$ cat src/fbr_pkg.sv
// Shared constants and types for the framed base-128 receiver.
`timescale 1ns / 1ps

package fbr_pkg;

   // symbol counter width and the largest count it can hold
   localparam int COUNT_BITS = 16;
   localparam logic [COUNT_BITS-1:0] COUNT_MAX = {COUNT_BITS{1'b1}};

   // field widths
   localparam int BYTE_W = 8;
   localparam int SYM_W = 7;
   localparam int HELD_W = 3;
   localparam int KIND_W = 2;
   localparam int LEN_W = 16;
   localparam int CFG_W = 16;

   // width for comparing the counter against the configured limit
   localparam int LIM_W = (COUNT_BITS > CFG_W) ? COUNT_BITS : CFG_W;
   // width for count * 7, padded so it always covers the length field
   localparam int PROD_W = COUNT_BITS + 3 + LEN_W;

   // CSR interface
   localparam int ADDR_W = 3;
   localparam int DATA_W = 32;
   localparam logic [0:0] REG_MAX_SYMBOLS = 1'b0;
   localparam logic [CFG_W-1:0] MAX_SYMBOLS_RESET = 16'hFFFF;

   // line markers
   localparam logic [BYTE_W-1:0] MARK_START = 8'hD4;
   localparam logic [BYTE_W-1:0] MARK_END = 8'h81;

   // result kinds
   typedef logic [KIND_W-1:0] kind_type;
   localparam kind_type KIND_DATA = 2'd0;
   localparam kind_type KIND_DONE = 2'd1;
   localparam kind_type KIND_INVALID = 2'd2;
   localparam kind_type KIND_OVERFLOW = 2'd3;

   // per-frame decode state
   typedef struct packed {
      logic in_frame;
      logic [COUNT_BITS-1:0] symbol_count;
      logic [SYM_W-1:0] bit_store;
      logic [HELD_W-1:0] bits_held;
   } frame_state_type;

endpackage

$ cat src/framed_base128_receiver_unit.sv
// Framed base-128 receiver: marker detection, 7-to-8 bit repack, result register.
`timescale 1ns / 1ps

// Usage:
//   req_* carries one received line byte per item. 0xD4 opens a frame, 0x81
//   closes it, other bytes with bit 7 set abort it. Payload bytes (bit 7
//   clear) give 7 bits each, packed MSB first into 8-bit data results.
//   rsp_* carries at most one result item per input item: a data byte, a
//   frame done with its length (symbols * 7 / 8), an invalid frame or an
//   overflow. Downstream drops the data of a frame that ends in error.
//   csr_* is an APB-style port; max_symbols lies at byte address 0.
// Timing:
//   One input item per cycle. A result appears in the output register in the
//   cycle after its item is accepted; the decode is a single level of
//   compare and repack logic between the state/result registers.
//   While the output register holds an item and rsp_stall is high,
//   req_stall is high and no input is taken; otherwise input flows freely.
// Reset:
//   Synchronous, active high. Clears the frame state and the output valid,
//   and sets max_symbols to 65535.

module framed_base128_receiver_unit (
   input  logic                        clock,
   input  logic                        reset,
   // input channel
   input  logic                        req_valid,
   output logic                        req_stall,
   input  logic [fbr_pkg::BYTE_W-1:0]  req_in_byte,
   // result channel
   output logic                        rsp_valid,
   input  logic                        rsp_stall,
   output logic [fbr_pkg::KIND_W-1:0]  rsp_kind,
   output logic [fbr_pkg::BYTE_W-1:0]  rsp_data_byte,
   output logic [fbr_pkg::LEN_W-1:0]   rsp_frame_length,
   // configuration port
   input  logic                        csr_psel,
   input  logic                        csr_penable,
   input  logic                        csr_pwrite,
   input  logic [fbr_pkg::ADDR_W-1:0]  csr_paddr,
   input  logic [fbr_pkg::DATA_W-1:0]  csr_pwdata,
   output logic [fbr_pkg::DATA_W-1:0]  csr_prdata,
   output logic                        csr_pready
);

   fbr_pkg::frame_state_type state_ff, state_in;
   logic [fbr_pkg::CFG_W-1:0] max_symbols_ff, max_symbols_in;

   logic rsp_valid_ff, rsp_valid_in;
   fbr_pkg::kind_type rsp_kind_ff, rsp_kind_in;
   logic [fbr_pkg::BYTE_W-1:0] rsp_data_ff, rsp_data_in;
   logic [fbr_pkg::LEN_W-1:0] rsp_len_ff, rsp_len_in;

   logic accept;
   logic res_valid;
   fbr_pkg::kind_type res_kind;
   logic [fbr_pkg::BYTE_W-1:0] res_data;
   logic [fbr_pkg::LEN_W-1:0] res_len;

   logic cfg_write;
   logic at_limit;
   logic [fbr_pkg::PROD_W-1:0] count_ext, count_x7;
   logic [2*fbr_pkg::SYM_W-1:0] combined, shifted;
   logic [fbr_pkg::HELD_W-1:0] held_dec;
   logic [fbr_pkg::SYM_W-1:0] keep_mask;

   // CSR access
   assign csr_pready = 1'b1;
   assign cfg_write = csr_psel && csr_penable && csr_pwrite;
   assign csr_prdata = (csr_paddr[2] == fbr_pkg::REG_MAX_SYMBOLS)
                       ? fbr_pkg::DATA_W'(max_symbols_ff) : '0;

   always_comb begin
      max_symbols_in = max_symbols_ff;
      if (cfg_write && (csr_paddr[2] == fbr_pkg::REG_MAX_SYMBOLS)) begin
         max_symbols_in = csr_pwdata[fbr_pkg::CFG_W-1:0];
      end
   end

   // handshake: hold input only while a result waits and is stalled
   assign req_stall = rsp_valid_ff && rsp_stall;
   assign accept = req_valid && !req_stall;

   // overflow when the count reached min(max_symbols, counter max)
   assign at_limit = (fbr_pkg::LIM_W'(state_ff.symbol_count) >= fbr_pkg::LIM_W'(max_symbols_ff))
                     || (state_ff.symbol_count == fbr_pkg::COUNT_MAX);

   // frame length = count * 7 / 8
   assign count_ext = fbr_pkg::PROD_W'(state_ff.symbol_count);
   assign count_x7 = (count_ext << 3) - count_ext;

   // repack: append 7 new bits below the held ones
   assign combined = {state_ff.bit_store, req_in_byte[fbr_pkg::SYM_W-1:0]};
   assign held_dec = state_ff.bits_held - 3'd1;
   assign shifted = combined >> held_dec;
   assign keep_mask = (fbr_pkg::SYM_W'(1) << held_dec) - fbr_pkg::SYM_W'(1);

   // decode one line byte
   always_comb begin
      state_in = state_ff;
      res_valid = 1'b0;
      res_kind = fbr_pkg::KIND_DATA;
      res_data = '0;
      res_len = '0;
      if (req_in_byte[fbr_pkg::BYTE_W-1]) begin
         if (req_in_byte == fbr_pkg::MARK_START) begin
            state_in = '0;
            state_in.in_frame = 1'b1;
         end else if (req_in_byte == fbr_pkg::MARK_END) begin
            if (state_ff.in_frame) begin
               state_in = '0;
               res_valid = 1'b1;
               if (state_ff.symbol_count < fbr_pkg::COUNT_BITS'(2)) begin
                  res_kind = fbr_pkg::KIND_INVALID;
               end else begin
                  res_kind = fbr_pkg::KIND_DONE;
                  res_len = count_x7[fbr_pkg::LEN_W+2:3];
               end
            end
         end else begin
            // unknown marker aborts, inside or outside a frame
            state_in = '0;
            res_valid = 1'b1;
            res_kind = fbr_pkg::KIND_INVALID;
         end
      end else if (state_ff.in_frame) begin
         if (at_limit) begin
            state_in = '0;
            res_valid = 1'b1;
            res_kind = fbr_pkg::KIND_OVERFLOW;
         end else begin
            state_in.symbol_count = state_ff.symbol_count + fbr_pkg::COUNT_BITS'(1);
            if (state_ff.bits_held == '0) begin
               state_in.bit_store = req_in_byte[fbr_pkg::SYM_W-1:0];
               state_in.bits_held = 3'd7;
            end else begin
               res_valid = 1'b1;
               res_kind = fbr_pkg::KIND_DATA;
               res_data = shifted[fbr_pkg::BYTE_W-1:0];
               state_in.bits_held = held_dec;
               state_in.bit_store = combined[fbr_pkg::SYM_W-1:0] & keep_mask;
            end
         end
      end
   end

   // result register
   always_comb begin
      rsp_valid_in = rsp_valid_ff;
      rsp_kind_in = rsp_kind_ff;
      rsp_data_in = rsp_data_ff;
      rsp_len_in = rsp_len_ff;
      if (accept && res_valid) begin
         rsp_valid_in = 1'b1;
         rsp_kind_in = res_kind;
         rsp_data_in = res_data;
         rsp_len_in = res_len;
      end else if (!rsp_stall) begin
         rsp_valid_in = 1'b0;
      end
   end

   // control registers
   always_ff @(posedge clock) begin
      if (reset) begin
         state_ff <= '0;
         max_symbols_ff <= fbr_pkg::MAX_SYMBOLS_RESET;
         rsp_valid_ff <= 1'b0;
      end else begin
         if (accept) begin
            state_ff <= state_in;
         end
         max_symbols_ff <= max_symbols_in;
         rsp_valid_ff <= rsp_valid_in;
      end
   end

   // payload registers
   always_ff @(posedge clock) begin
      rsp_kind_ff <= rsp_kind_in;
      rsp_data_ff <= rsp_data_in;
      rsp_len_ff <= rsp_len_in;
   end

   assign rsp_valid = rsp_valid_ff;
   assign rsp_kind = rsp_kind_ff;
   assign rsp_data_byte = rsp_data_ff;
   assign rsp_frame_length = rsp_len_ff;

endmodule

$ cat config.mk
export PLATFORM = sky130hd
export DESIGN_NAME = framed_base128_receiver_unit
export DESIGN_NICKNAME = d
export VERILOG_FILES = /design/src/fbr_pkg.sv /design/src/framed_base128_receiver_unit.sv
export SDC_FILE = /design/constraint.sdc
export NUM_CORES = 1
export LEC_CHECK = 0
export ABC_AREA = 1
export ABC_CLOCK_PERIOD_IN_PS = 4000
export BUFFER_PORTS_ARGS = -buffer_cell sky130_fd_sc_hd__buf_2
export CAP_MARGIN = 10
export CELL_PAD_IN_SITES_DETAIL_PLACEMENT = 2
export CELL_PAD_IN_SITES_GLOBAL_PLACEMENT = 2
export CORE_MARGIN = 4
export CORE_UTILIZATION = 32
export DETAILED_ROUTE_END_ITERATION = 8
export PLACE_DENSITY = 0.87
export SLEW_MARGIN = 20
export SYNTH_ARGS = -nofsm -noshare
export SYNTH_HDL_FRONTEND = slang
export SYNTH_SLANG_ARGS = --single-unit
$ cat constraint.sdc
create_clock -name clock -period 4 [get_ports clock]
set_input_delay 0.2 -clock clock [delete_from_list [all_inputs] [get_ports clock]]
set_output_delay 0.2 -clock clock [all_outputs]
set_load 0.02 [all_outputs]
==> impl_metrics.env <==
export IMPL_start_util_pct=32.8
export IMPL_yosysTopAreaCellShare_pct=17.5
export IMPL_crit_chain="ha_1 > a21oi_1 > o21a_1 > nand2_1 > nor2_2 > nand2_2 > inv_2 > nand3_1 > nand2_1 > inv_1 > buf_4"
export IMPL_cts_buffer_depth=2
export IMPL_root_buffer="clkbuf_16"
export IMPL_yosysWarnings=0
export IMPL_die_h_um=133
export IMPL_critPathMaxStageDelay_ps=580
export IMPL_fin_ws_ps=1460
export IMPL_yosys_area_top_type="dfxtp_1"
export IMPL_avgSynthCellArea_sq_um=6.95
export IMPL_clock_sinks=70
export IMPL_placedCellCount=990
export IMPL_r2r_start="count_ext[13]$_SDFFE_PP0P_"
export IMPL_finalClockSkew_ps=7.78
export IMPL_drive_above_1_share_pct=15.3
export IMPL_reg2reg_slack_ps=1460
export IMPL_io_pins=111
export IMPL_antenna_found_initial=0
export IMPL_grt_pass1_vias=5570
export IMPL_postCtsHoldBufs=0
export IMPL_yosys_top_cells_area="dfxtp_1 (18%), edfxtp_1 (16%), nand2_1 (13%)"
export IMPL_worst_path_buf_inv=3
export IMPL_fp_dieArea_sq_mm=0.0178
export IMPL_route_detailed_drc=0
export IMPL_drtAntennaViolNets=0
export IMPL_routedWlPerCell_um=16.8
export IMPL_status="finished clean"
export IMPL_hold_path_depth=3
export IMPL_place_ws_ps=1470
export IMPL_area_growth_pct=15.7
export IMPL_dpl_hpwl_mm=13.4
export IMPL_cts_resized=0
export IMPL_dr_pass1_iters=4
export IMPL_slew_viol_final=0
export IMPL_vias_per_cell=5.02
export IMPL_cts_setup_buffers=0
export IMPL_drtIter0Drc=165
export IMPL_r2r_end="rsp_frame_length[14]$_SDFFCE_PP0P_"
export IMPL_synth_edff_count=26
export IMPL_relSlewSlack_pct=51.4
export IMPL_fp_row_count=45
export IMPL_fin_cells=1006
export IMPL_min_delay_start="csr_pwdata[3]"
export IMPL_htree_levels=3
export IMPL_post_route_period_util_pct=63.4
export IMPL_crit_top_cell="nand2_1"
export IMPL_crit_fanout=24
export IMPL_synth_distinct_cells=39
export IMPL_wl_mm=16.9
export IMPL_ys_seq_elements=70
export IMPL_synth_flop_cell="dfxtp_1"
export IMPL_ir_worst_vdd_uv=196
export IMPL_holdPathEnd="max_symbols_ff[3]$_SDFFE_PP1P_"
export IMPL_clkSlewWorstSetupHoldPaths_ps=60
export IMPL_hold_viol=0
export IMPL_vias=5052
export IMPL_diodes=0
export IMPL_hold_path_class="input pin to register"
export IMPL_die_width_um=133
export IMPL_critPathKind="register to register"
export IMPL_worstMarginPinSlew_ps=728
export IMPL_grtUsageTotal_pct=19.5
export IMPL_powerDensity_mw_per_mm2=307
export IMPL_whs_ps=79.7
export IMPL_final_area_sq_mm=0.00581
export IMPL_ff2ff_path_depth=11
export IMPL_setup_viol=0
export IMPL_syn_cell_area_sq_mm=0.00503
export IMPL_yosysSeqAreaShare_pct=33.1
export IMPL_endpoint_kind="register"
export IMPL_rsz0062_at_grt="no"
export IMPL_setup_worst_path_start_class="register"
export IMPL_clk_latency_ps=350
export IMPL_grt_pass1_wl_mm=28.2
export IMPL_slowest_stage="dfxtp_1"
export IMPL_cp_top_family="flip-flops"
export IMPL_clock_fmax_mhz=394
export IMPL_async_reset_ff_share_pct=0
export IMPL_cts_tree="done"
export IMPL_maxCapViolCount=0
export IMPL_nets=877
export IMPL_synth_cells=723
export IMPL_grt_max_degree=33
export IMPL_cp_required_ps=4060
export IMPL_setup_tns_ps=0
export IMPL_numCtsBuffers=9
export IMPL_grt_overflow=0
export IMPL_fin_crit_ps=2540
export IMPL_core_sq_mm=0.0153
export IMPL_post_dp_cell_area_sq_mm=0.00552
export IMPL_port_buffers=75
export IMPL_gp_congestion=0.871
export IMPL_p_leak_uw=0.00279
export IMPL_crit_arrival_ps=2600
per-stage QoR:
| step | utilization, % | power [uW] |
|---|---|---|
| after floorplan | - | 932 |
| after global placement | 36.0 | 978 |
| after detailed placement | 36.0 | 991 |
| after CTS | 37.9 | 1810 |
| after global routing | 38.0 | 1870 |
| final | 38.0 | 1780 |
how the worst max path moves through the flow:
stage / start / endpoint / slack [ps] / cells past startpoint
final: count_ext[13]$_SDFFE_PP0P_ / rsp_frame_length[14]$_SDFFCE_PP0P_ / 1460 / 11
after global routing: state_ff[0]$_SDFFE_PP0P_ / combined[11]$_SDFFE_PP0P_ / 1160 / 14
after floorplan: count_ext[0]$_SDFFE_PP0P_ / rsp_data_byte[0]$_SDFFCE_PP0P_ / 1810 / 12
after detailed placement: state_ff[0]$_SDFFE_PP0P_ / combined[11]$_SDFFE_PP0P_ / 1470 / 14
after CTS: state_ff[0]$_SDFFE_PP0P_ / combined[11]$_SDFFE_PP0P_ / 1450 / 14
after global placement: state_ff[0]$_SDFFE_PP0P_ / combined[11]$_SDFFE_PP0P_ / 1610 / 14
power breakdown:
group	internal, uW	switching [uW]
Combinational	64.2	154
Clock	498	310
Sequential	751	7.69
placed cells by master (no fill, tap or decap), types with 7 or more instances in the layout:
cell type,n
ha_1,37
inv_1,94
nor2_2,14
nand4_1,12
nand2_1,170
conb_1,17
dfxtp_1,44
clkbuf_16,9
o211ai_1,22
buf_2,75
nor2_1,84
edfxtp_1,26
nand3_1,32
a21oi_1,50
nor4_1,7
o21ai_0,48
sequential cells by signal, summed over array words and instances (netlist names):
signal and flops:
rsp_kind 2, count_ext 16, rsp_data_byte 8, rsp_valid 1, state_ff 4, max_symbols_ff 16, rsp_frame_length 16, combined 7
synth_stat cells (2+ instances only):
| cell type | n |
|---|---|
| nor2_2 | 14 |
| nand2_1 | 170 |
| clkbuf_1 | 10 |
| nor4_1 | 7 |
| o211ai_1 | 22 |
| o21bai_1 | 2 |
| or2_2 | 2 |
| conb_1 | 2 |
| ha_1 | 37 |
| nand2_2 | 2 |
| xor2_1 | 5 |
| nor3_1 | 5 |
| mux2i_1 | 2 |
| dfxtp_1 | 44 |
| a21oi_1 | 50 |
| inv_2 | 2 |
| buf_2 | 7 |
| edfxtp_1 | 26 |
| o21ai_0 | 48 |
| nand3_1 | 32 |
| nor2_4 | 2 |
| o21ai_2 | 3 |
| nand4_1 | 12 |
| inv_1 | 94 |
| nor2_1 | 85 |
| nand2_4 | 4 |
| buf_4 | 17 |
| o21a_1 | 6 |
tightest hold or removal path, cell delays in order:
cell and delay, ps:
buf_2 80, nand2_1 40, o211ai_1 60
routing by layer:
layer	global-route usage, %	share of wire (%)	wire [um]
met4	6.63	2.3	393
met5	0	0	0
met3	3.21	2.4	412
met2	36.2	53	8990
met1	22.6	42	7090
cell families after synthesis:
family,count (synthesis),share of synthesized area [%]
simple gates,338,29.1
compound gates,137,15.6
buf+inv,132,11.6
flops,70,33.1
fa+ha+maj,37,9.21
xor+xnor,5,0.871
other cells,2,0.149
mux,2,0.398
final cells by class:
class / instances / area, sq um
Sequential cell: 70 / 1660
Clock buffer: 12 / 246
Timing Repair Buffer: 77 / 390
Tap cell: 211 / 264
Multi-Input combinational cell: 536 / 2850
Inverter: 96 / 360
Fill cell: 1881 / 9500
Clock inverter: 4 / 46.3
No activity file was read; power rests on OpenSTA's default activity.
